$ cat src/rtl/dq_pkg.sv
`timescale 1ns / 1ps

package dq_pkg;

    localparam int DEPTH_DEFAULT = 16;

    localparam int DATA_W = 32;
    localparam int REQ_W  = 2;
    localparam int STAT_W = 2;
    localparam int OCC_W  = 5;

    typedef logic [REQ_W-1:0]  req_t;
    typedef logic [STAT_W-1:0] stat_t;

    localparam req_t REQ_PUSH_FRONT = 2'd0;
    localparam req_t REQ_PUSH_REAR  = 2'd1;
    localparam req_t REQ_POP_FRONT  = 2'd2;
    localparam req_t REQ_POP_REAR   = 2'd3;

    localparam stat_t STAT_OK    = 2'd0;
    localparam stat_t STAT_EMPTY = 2'd1;
    localparam stat_t STAT_FULL  = 2'd2;

endpackage

$ cat src/rtl/double_ended_queue.sv
`timescale 1ns / 1ps
// a result beat passes the pending register and then the output register once its request beat is taken
// throughput: one request per cycle; the ring store takes one write or one
// registered read per request, and a request waits only while a result beat is stalled
// reset: rst_n clears the front and rear slots, the entry count and all valids;
// the ring store itself is not cleared, and no entry is read before it is written
module double_ended_queue #(
    parameter int DEPTH = dq_pkg::DEPTH_DEFAULT
) (
    input  logic                            clk,
    input  logic                            rst_n,
    input  logic                            in_valid,
    output logic                            in_stall,
    input  logic [dq_pkg::REQ_W-1:0]        req_type,
    input  logic signed [dq_pkg::DATA_W-1:0] push_value,
    output logic                            out_valid,
    input  logic                            out_stall,
    output logic signed [dq_pkg::DATA_W-1:0] pop_value,
    output logic [dq_pkg::STAT_W-1:0]       status,
    output logic [dq_pkg::OCC_W-1:0]        occupancy
);

    localparam int IDX_W = (DEPTH > 1) ? $clog2(DEPTH) : 1;
    localparam int CNT_W = $clog2(DEPTH + 1);
    localparam logic [IDX_W-1:0] IDX_LAST = IDX_W'(DEPTH - 1);
    localparam logic [CNT_W-1:0] CNT_FULL = CNT_W'(DEPTH);
    localparam logic [CNT_W-1:0] CNT_ONE  = CNT_W'(1);

    logic [dq_pkg::DATA_W-1:0] entry_mem [DEPTH];

    logic [IDX_W-1:0] front_reg, front_next;
    logic [IDX_W-1:0] rear_reg, rear_next;
    logic [CNT_W-1:0] count_reg, count_next;

    logic                      pend_valid_reg, pend_valid_next;
    dq_pkg::stat_t             pend_status_reg;
    logic [dq_pkg::OCC_W-1:0]  pend_occ_reg;
    logic                      pend_pop_reg;
    logic [dq_pkg::DATA_W-1:0] rd_data_reg;

    logic                      out_valid_reg, out_valid_next;
    logic [dq_pkg::DATA_W-1:0] out_value_reg;
    dq_pkg::stat_t             out_status_reg;
    logic [dq_pkg::OCC_W-1:0]  out_occ_reg;

    logic          accept;
    logic          out_free;
    logic          pend_move;
    logic          wr_en;
    logic          rd_en;
    logic [IDX_W-1:0] wr_addr;
    logic [IDX_W-1:0] rd_addr;
    dq_pkg::stat_t req_status;

    logic [IDX_W-1:0] front_inc, front_dec, rear_inc, rear_dec;

    assign front_inc = (front_reg == IDX_LAST) ? '0 : front_reg + IDX_W'(1);
    assign front_dec = (front_reg == '0) ? IDX_LAST : front_reg - IDX_W'(1);
    assign rear_inc  = (rear_reg == IDX_LAST) ? '0 : rear_reg + IDX_W'(1);
    assign rear_dec  = (rear_reg == '0) ? IDX_LAST : rear_reg - IDX_W'(1);

    // the pending beat leaves when the output register is empty or being taken
    assign out_free  = !out_valid_reg || !out_stall;
    assign pend_move = pend_valid_reg && out_free;
    assign in_stall  = pend_valid_reg && !out_free;
    assign accept    = in_valid && !in_stall;

    always_comb
    begin
        front_next = front_reg;
        rear_next  = rear_reg;
        count_next = count_reg;
        wr_en      = 1'b0;
        rd_en      = 1'b0;
        wr_addr    = front_reg;
        rd_addr    = front_reg;
        req_status = dq_pkg::STAT_OK;
        unique case (req_type)
            dq_pkg::REQ_PUSH_FRONT,
            dq_pkg::REQ_PUSH_REAR:
            begin
                if (count_reg == CNT_FULL)
                begin
                    req_status = dq_pkg::STAT_FULL;
                end
                else
                begin
                    wr_en      = accept;
                    count_next = count_reg + CNT_ONE;
                    if (count_reg == '0)
                    begin
                        rear_next = front_reg;
                        wr_addr   = front_reg;
                    end
                    else if (req_type == dq_pkg::REQ_PUSH_FRONT)
                    begin
                        front_next = front_dec;
                        wr_addr    = front_dec;
                    end
                    else
                    begin
                        rear_next = rear_inc;
                        wr_addr   = rear_inc;
                    end
                end
            end
            dq_pkg::REQ_POP_FRONT,
            dq_pkg::REQ_POP_REAR:
            begin
                if (count_reg == '0)
                begin
                    req_status = dq_pkg::STAT_EMPTY;
                end
                else
                begin
                    rd_en      = accept;
                    count_next = count_reg - CNT_ONE;
                    if (req_type == dq_pkg::REQ_POP_FRONT)
                    begin
                        rd_addr = front_reg;
                        if (count_reg != CNT_ONE)
                        begin
                            front_next = front_inc;
                        end
                    end
                    else
                    begin
                        rd_addr = rear_reg;
                        if (count_reg != CNT_ONE)
                        begin
                            rear_next = rear_dec;
                        end
                    end
                end
            end
            default:
            begin
                req_status = dq_pkg::STAT_OK;
            end
        endcase
    end

    always_comb
    begin
        pend_valid_next = pend_valid_reg;
        if (accept)
        begin
            pend_valid_next = 1'b1;
        end
        else if (pend_move)
        begin
            pend_valid_next = 1'b0;
        end
        out_valid_next = out_valid_reg;
        if (pend_move)
        begin
            out_valid_next = 1'b1;
        end
        else if (!out_stall)
        begin
            out_valid_next = 1'b0;
        end
    end

    always_ff @(posedge clk or negedge rst_n)
    begin
        if (!rst_n)
        begin
            front_reg      <= '0;
            rear_reg       <= '0;
            count_reg      <= '0;
            pend_valid_reg <= 1'b0;
            out_valid_reg  <= 1'b0;
        end
        else
        begin
            if (accept)
            begin
                front_reg <= front_next;
                rear_reg  <= rear_next;
                count_reg <= count_next;
            end
            pend_valid_reg <= pend_valid_next;
            out_valid_reg  <= out_valid_next;
        end
    end

    // one write or one read per beat, never both, so no same-entry collision
    always_ff @(posedge clk)
    begin
        if (wr_en)
        begin
            entry_mem[wr_addr] <= push_value;
        end
        if (rd_en)
        begin
            rd_data_reg <= entry_mem[rd_addr];
        end
    end

    always_ff @(posedge clk)
    begin
        if (accept)
        begin
            pend_status_reg <= req_status;
            pend_occ_reg    <= dq_pkg::OCC_W'(count_next);
            pend_pop_reg    <= rd_en;
        end
        if (pend_move)
        begin
            out_value_reg  <= pend_pop_reg ? rd_data_reg : '0;
            out_status_reg <= pend_status_reg;
            out_occ_reg    <= pend_occ_reg;
        end
    end

    assign out_valid = out_valid_reg;
    assign pop_value = out_value_reg;
    assign status    = out_status_reg;
    assign occupancy = out_occ_reg;

endmodule

$ cat config.mk
export PLATFORM = sky130hd
export DESIGN_NAME = double_ended_queue
export DESIGN_NICKNAME = d
export VERILOG_FILES = /design/src/rtl/dq_pkg.sv /design/src/rtl/double_ended_queue.sv
export SDC_FILE = /design/constraint.sdc
export NUM_CORES = 1
export LEC_CHECK = 0
export BUFFER_PORTS_ARGS = -buffer_cell sky130_fd_sc_hd__buf_2
export CORE_UTILIZATION = 30
export DETAILED_ROUTE_END_ITERATION = 16
export MAX_ROUTING_LAYER = met4
export PLACE_DENSITY = 0.56
export SYNTH_ARGS = -nofsm -noshare
export SYNTH_HDL_FRONTEND = slang
export SYNTH_SLANG_ARGS = --single-unit
export TNS_END_PERCENT = 5
$ cat constraint.sdc
create_clock -name clk -period 11.05 [get_ports clk]
set_input_delay 1.105 -clock clk [delete_from_list [all_inputs] [get_ports clk]]
set_output_delay 1.105 -clock clk [all_outputs]
set_load 0.05 [all_outputs]
==> results of run 1 <==
## power breakdown
| group | internal [uW] | leakage, uW | switching [uW] |
|---|---|---|---|
| registers | 2770 | 0.00554 | 152 |
| clock network | 1250 | 0.00100 | 921 |
| logic | 782 | 0.00373 | 1800 |
## Yosys cell counts (5+ instances only)
cell type	instances	share of area
a2111oi_0	9	0.0029
a211o_1	11	0.0035
a211oi_1	114	0.032
a21o_1	25	0.0069
a21oi_1	180	0.033
a221o_1	22	0.0081
a221oi_1	23	0.0074
a32oi_1	18	0.0058
and2_1	34	0.0078
and3_1	13	0.0030
buf_1	15	0.0021
buf_2	29	0.0053
buf_4	5	0.0014
clkbuf_1	122	0.017
dfrtp_1	15	0.014
edfxtp_1	591	0.65
ha_1	9	0.0041
inv_1	66	0.0091
mux2_2	15	0.0062
mux2i_1	119	0.044
nand2_1	39	0.0054
nand2b_1	26	0.0060
nand3_1	41	0.0076
nand4_1	22	0.0051
nand4b_1	8	0.0026
nor2_1	65	0.0090
nor3_1	31	0.0057
o2111ai_1	35	0.011
o211a_1	8	0.0029
o211ai_1	23	0.0064
o211ai_2	10	0.0046
o21ai_0	127	0.023
o221ai_1	12	0.0039
o22ai_1	68	0.016
or4_1	23	0.0064
xnor2_1	5	0.0016
## path summary, 6_finish.rpt
check,end,slack [ns]
worst min-delay path,out_valid,0.42
max in group asynchronous,rear_reg[3],10.30
worst max register to register,rd_data_reg[22],5.69
worst min register to register,status[0],0.42
min in group clk,status[0],0.42
worst max-delay path,rd_data_reg[22],5.69
## metal layers
layer  vias to the layer above  GRT usage
met5                         -          -
met4                         0     0.0756
met3                       229     0.0310
met2                       922      0.313
met1                      9445      0.235
li1                       8184          -
## through the flow
step	utilization	setup slack, ns
after floorplan	-	6.57
after detailed placement	0.322	5.68
after CTS	0.345	5.84
after global placement	0.322	5.83
final	0.345	5.69
after global routing	0.345	5.46
## cells by family (layout without fill, tap and decap cells)
logic type      count (synthesis)  in the layout  synth area share
buf+inv                       245            317            0.0371
compound gates                708            708             0.174
other cells                     0              6                 0
mux                           134            134            0.0501
fa+ha+maj                       9              9           0.00415
flops                         606            606             0.667
xor+xnor                        9              9           0.00290
simple gates                  323            323            0.0644
## critical path, stage by stage, from the launching register on
cell and delay (ns):
dfrtp_1 0.44, inv_1 0.14, ha_1 0.28, or4b_4 0.50, buf_4 0.59, nand2_1 0.48
nand2_8 0.64, buf_4 1.02, mux2i_1 0.31, o22ai_1 0.12, or4_1 0.43
## final cells by class
class                   instances  share of cell area
diodes                          6            0.000484
clock buffers                  69              0.0501
clock inverters                47              0.0167
inverters                      69             0.00834
multi-input cells            1183               0.267
flip-flops and latches        606               0.584
well taps                    1176              0.0474
repair buffers                132              0.0256
==> qor.yml, run 1 <==
outcome:
  status: "completed"
cells_and_area:
  num-fill-cells: 8612
  largest_reg_flops: 512
  syn2layout_area_growth_pct: 14.3
  nNetsFinal: 2100
  final_cells: 3288
  area.sequential_um2: 18100
  drive_above_1_share: 0.143
  multi_input_area_um2: 8310
  layout_commonest_cell: "edfxtp_1"
  final_area_um2: 31000
  mostFrequentLayoutCells: "edfxtp_1, a21oi_1, o21ai_0"
placement:
  dpl.hpwl_um: 46800
  place.gp.congestion: 0.829
  placedCellCount: 3166
  placed_cell_area_um2: 29000
  numPortBuffers: 78
cts:
  cts_inserted_buffers: 61
  cts_sinks: 606
  cts_resized: 0
  clockRootBuffer: "clkbuf_16"
  clk_path_buf_depth: 3
  post_cts_buffers: 0
  cts_hold_buf: 0
  htreeDepth: 2
  cts_tree: "done"
  worstSkewPairLatency_ns: 0.67
  cts.clk_slew.worst_paths_ns: 0.06
power:
  power_uw: 7670
  leakagePower_uw: 0.0103
  ir_drop_mv: 0.167
  powerDensity_nw_per_um2: 247
critical_path:
  rr_worst_depth: 10
  critical_path_class: "reg -> reg"
  start_kind: "register"
  startpoint: "count_reg[0]"
  crit_required_ns: 11.42
  endpoint_kind: "register"
  cp_data_arrival_time_ns: 5.73
  worst-path-max-fanout: 99
  reg2reg_from: "count_reg[0]"
min_path:
  hp-class: "in -> async"
yosys:
  yosysWarnings: 0
  synth_area_per_cell_um2: 13.4
  syn_nets: 2081
  synth_area_um2: 27200
  synth-seq-cells: 606
  async_flop_share: 0.0248
  synthDistinctLibCells: 65
  synthFlopType: "edfxtp_1"
  synth_edf_count: 591
  netlist_instances: 2034
  yosysSeqAreaShare: 0.667
grt:
  grt_overflow: 0
  grt_first_pass_wirelength_um: 125000
  track_usage: 0.191
  antenna_found_initial: 9
  grt_pass1_vias: 18500
  grt_start_max_net_pins: 100
sta:
  hold_viol_final: 0
  setup_viol: 0
  tightest_slew_ns: 1.25
  fin_tns_setup_ns: 0
  max_freq_ghz: 0.186
  fin_crit_sh: 0.485
  slew_headroom: 0.162
  fin_crit_ns: 5.36
  grt_setup_unrepaired: "no"
  skew_ns: 0.0564
  finalMaxSlewViolations: 0
  whs_ns: 0.421
drt:
  route.met2.wl_um: 41900
  finalWirelength_um: 86900
  vias: 18800
  remaining_drc_errors: 0
  m1WireLength_um: 34600
  drt-wirelength-per-cell_um: 26.4
  route.top_layer_used: "met4"
  final_antenna_net_count: 0
  drtIter0Drc: 1926
  via_per_inst: 5.71
  wl_met3_um: 6910
  firstDrtPassIters: 6
floorplan:
  io_pins: 79
  die_w_um: 303
  die_area_um2: 91800
  die_h_um: 303
  start_util: 0.302
  core_region_area_um2: 89900
  row_count: 110
job:
  max_cap_viol_count: 0
Power figures use the tool's default switching activity.
==> run 2, diff against run 1 <==
==> constraint.sdc (replaced) <==
create_clock -name clk -period 5.5 [get_ports clk]
set_input_delay 0.55 -clock clk [delete_from_list [all_inputs] [get_ports clk]]
set_output_delay 0.55 -clock clk [all_outputs]
set_load 0.05 [all_outputs]
==> qor.yml, run 2 (same netlist as run 1, synthesis figures left out) <==
placement:
  numPortBuffers: 78
  dpl.hpwl_um: 49000
  placedCellCount: 3186
  place.gp.congestion: 0.832
sta:
  tightest_slew_ns: 1.16
  max_freq_ghz: 0.227
  setup_viol: 0
  fin_crit_ns: 4.41
  finalMaxSlewViolations: 0
  fin_crit_sh: 0.802
  slew_headroom: 0.225
  skew_ns: 0.0331
  fin_tns_setup_ns: 0
  grt_setup_unrepaired: "no"
  hold_viol_final: 0
cts:
  cts_inserted_buffers: 60
  clockRootBuffer: "clkbuf_16"
  post_cts_buffers: 0
  clk_path_buf_depth: 3
  worstSkewPairLatency_ns: 0.64
  cts_tree: "done"
  cts_sinks: 606
  htreeDepth: 2
  cts.clk_slew.worst_paths_ns: 0.06
floorplan:
  die_w_um: 303
  io_pins: 79
  core_region_area_um2: 89900
  die_area_um2: 91800
  start_util: 0.302
  row_count: 110
  die_h_um: 303
critical_path:
  start_kind: "register"
  worst-path-max-fanout: 59
  endpoint_kind: "register"
  cp_data_arrival_time_ns: 4.78
  crit_required_ns: 5.87
  critical_path_class: "reg -> reg"
cells_and_area:
  drive_above_1_share: 0.150
  syn2layout_area_growth_pct: 15.1
  final_cells: 3304
  layout_commonest_cell: "edfxtp_1"
  nNetsFinal: 2120
  num-fill-cells: 8570
  largest_reg_flops: 512
  fin_util: 0.348
  mostFrequentLayoutCells: "edfxtp_1, a21oi_1, o21ai_0"
power:
  leakagePower_uw: 0.0104
  ir_drop_mv: 0.337
  powerDensity_nw_per_um2: 491
drt:
  final_antenna_net_count: 0
  drtIter0Drc: 2193
  firstDrtPassIters: 6
  via_per_inst: 5.75
  remaining_drc_errors: 0
  finalWirelength_um: 87800
  drt-wirelength-per-cell_um: 26.6
  vias: 19000
grt:
  met3_usage: 0.0390
  track_usage: 0.195
  grt_pass1_vias: 18700
  grtUsageMet2: 0.309
  top_usage_layer: "met2"
  grt_first_pass_wirelength_um: 128000
  antenna_found_initial: 10
  grt_start_max_net_pins: 140
  met1_usage: 0.245
  grt_overflow: 0
min_path:
  hp-class: "in -> reg"
job:
  max_cap_viol_count: 0
outcome:
  status: "completed"
## run 2: cell count changes in the layout (fill, tap and decap cells not counted), sizes merged
cell / before / now
buf: 132 / 152
clkinv: 32 / 23
bufinv: 10 / 7
clkbuf: 69 / 72
diode: 6 / 8
clkinvlp: 5 / 6
dlygate4sd3: 0 / 1
inv: 69 / 70
## run 2: final timing paths
path,slack (ns),depth (start not counted),start,endpoint
max in group asynchronous,4.76,2,rst_n,rear_reg[3]
worst max register to register,1.09,10,count_reg[0],rd_data_reg[20]
worst min register to register,0.42,0,pend_occ_reg[2],occupancy[2]
min in group asynchronous,0.40,2,rst_n,pend_valid_reg
worst min-delay path,0.14,2,in_valid,pend_valid_reg
worst max-delay path,1.09,10,count_reg[0],rd_data_reg[20]
## run 2: layout make-up
type                            count  area (um^2)  share of cell area
Antenna cell                        8         20.0            0.000640
Clock buffer                       72         1600              0.0511
Clock inverter                     37          384              0.0123
Inverter                           69          259             0.00828
Multi-Input combinational cell   1183         8300               0.265
Sequential cell                   606        18100               0.580
Tap cell                         1176         1470              0.0470
Timing Repair Buffer              153         1120              0.0358
## run 2: what timing repair did
item                      in CTS  in global routing
hold buffers                   1                  0
resized for setup              0                  0
hold endpoints to repair      15                  0
## run 2: metal layers
metal	vias to the layer above	wire length (um)	share of wire
met5	-	0	0
met4	0	3030	0.035
met3	221	7890	0.090
met2	1033	41700	0.48
met1	9521	35200	0.40
li1	8214	-	-
## run 2: metrics by stage
step	cell area (um^2)	worst slack, ns	hold WS, ns	power [uW]
floorplan	27200	1.20	0.254	9210
global placement	29300	1.30	0.407	11100
detailed placement	29300	1.16	0.408	11200
CTS	31300	1.16	0.115	15300
global route	31300	0.915	0.130	15900
finish	31300	1.09	0.136	15400
## run 2: report_power, final
group | switching, uW | total [uW] | internal, uW
Sequential | 332 | 5900 | 5570
Clock | 1800 | 4200 | 2390
Combinational | 3610 | 5270 | 1650
## run 2: worst max-delay path, stage by stage (launching register included)
cell and delay [ns]:
dfrtp_1 0.45, inv_1 0.15, ha_1 0.29, nor4b_4 0.17, buf_4 0.22, o21ai_1 0.86, nand2_8 0.51, buf_12 0.37
o2111ai_1 0.39, o21ai_0 0.14, or4_1 0.52
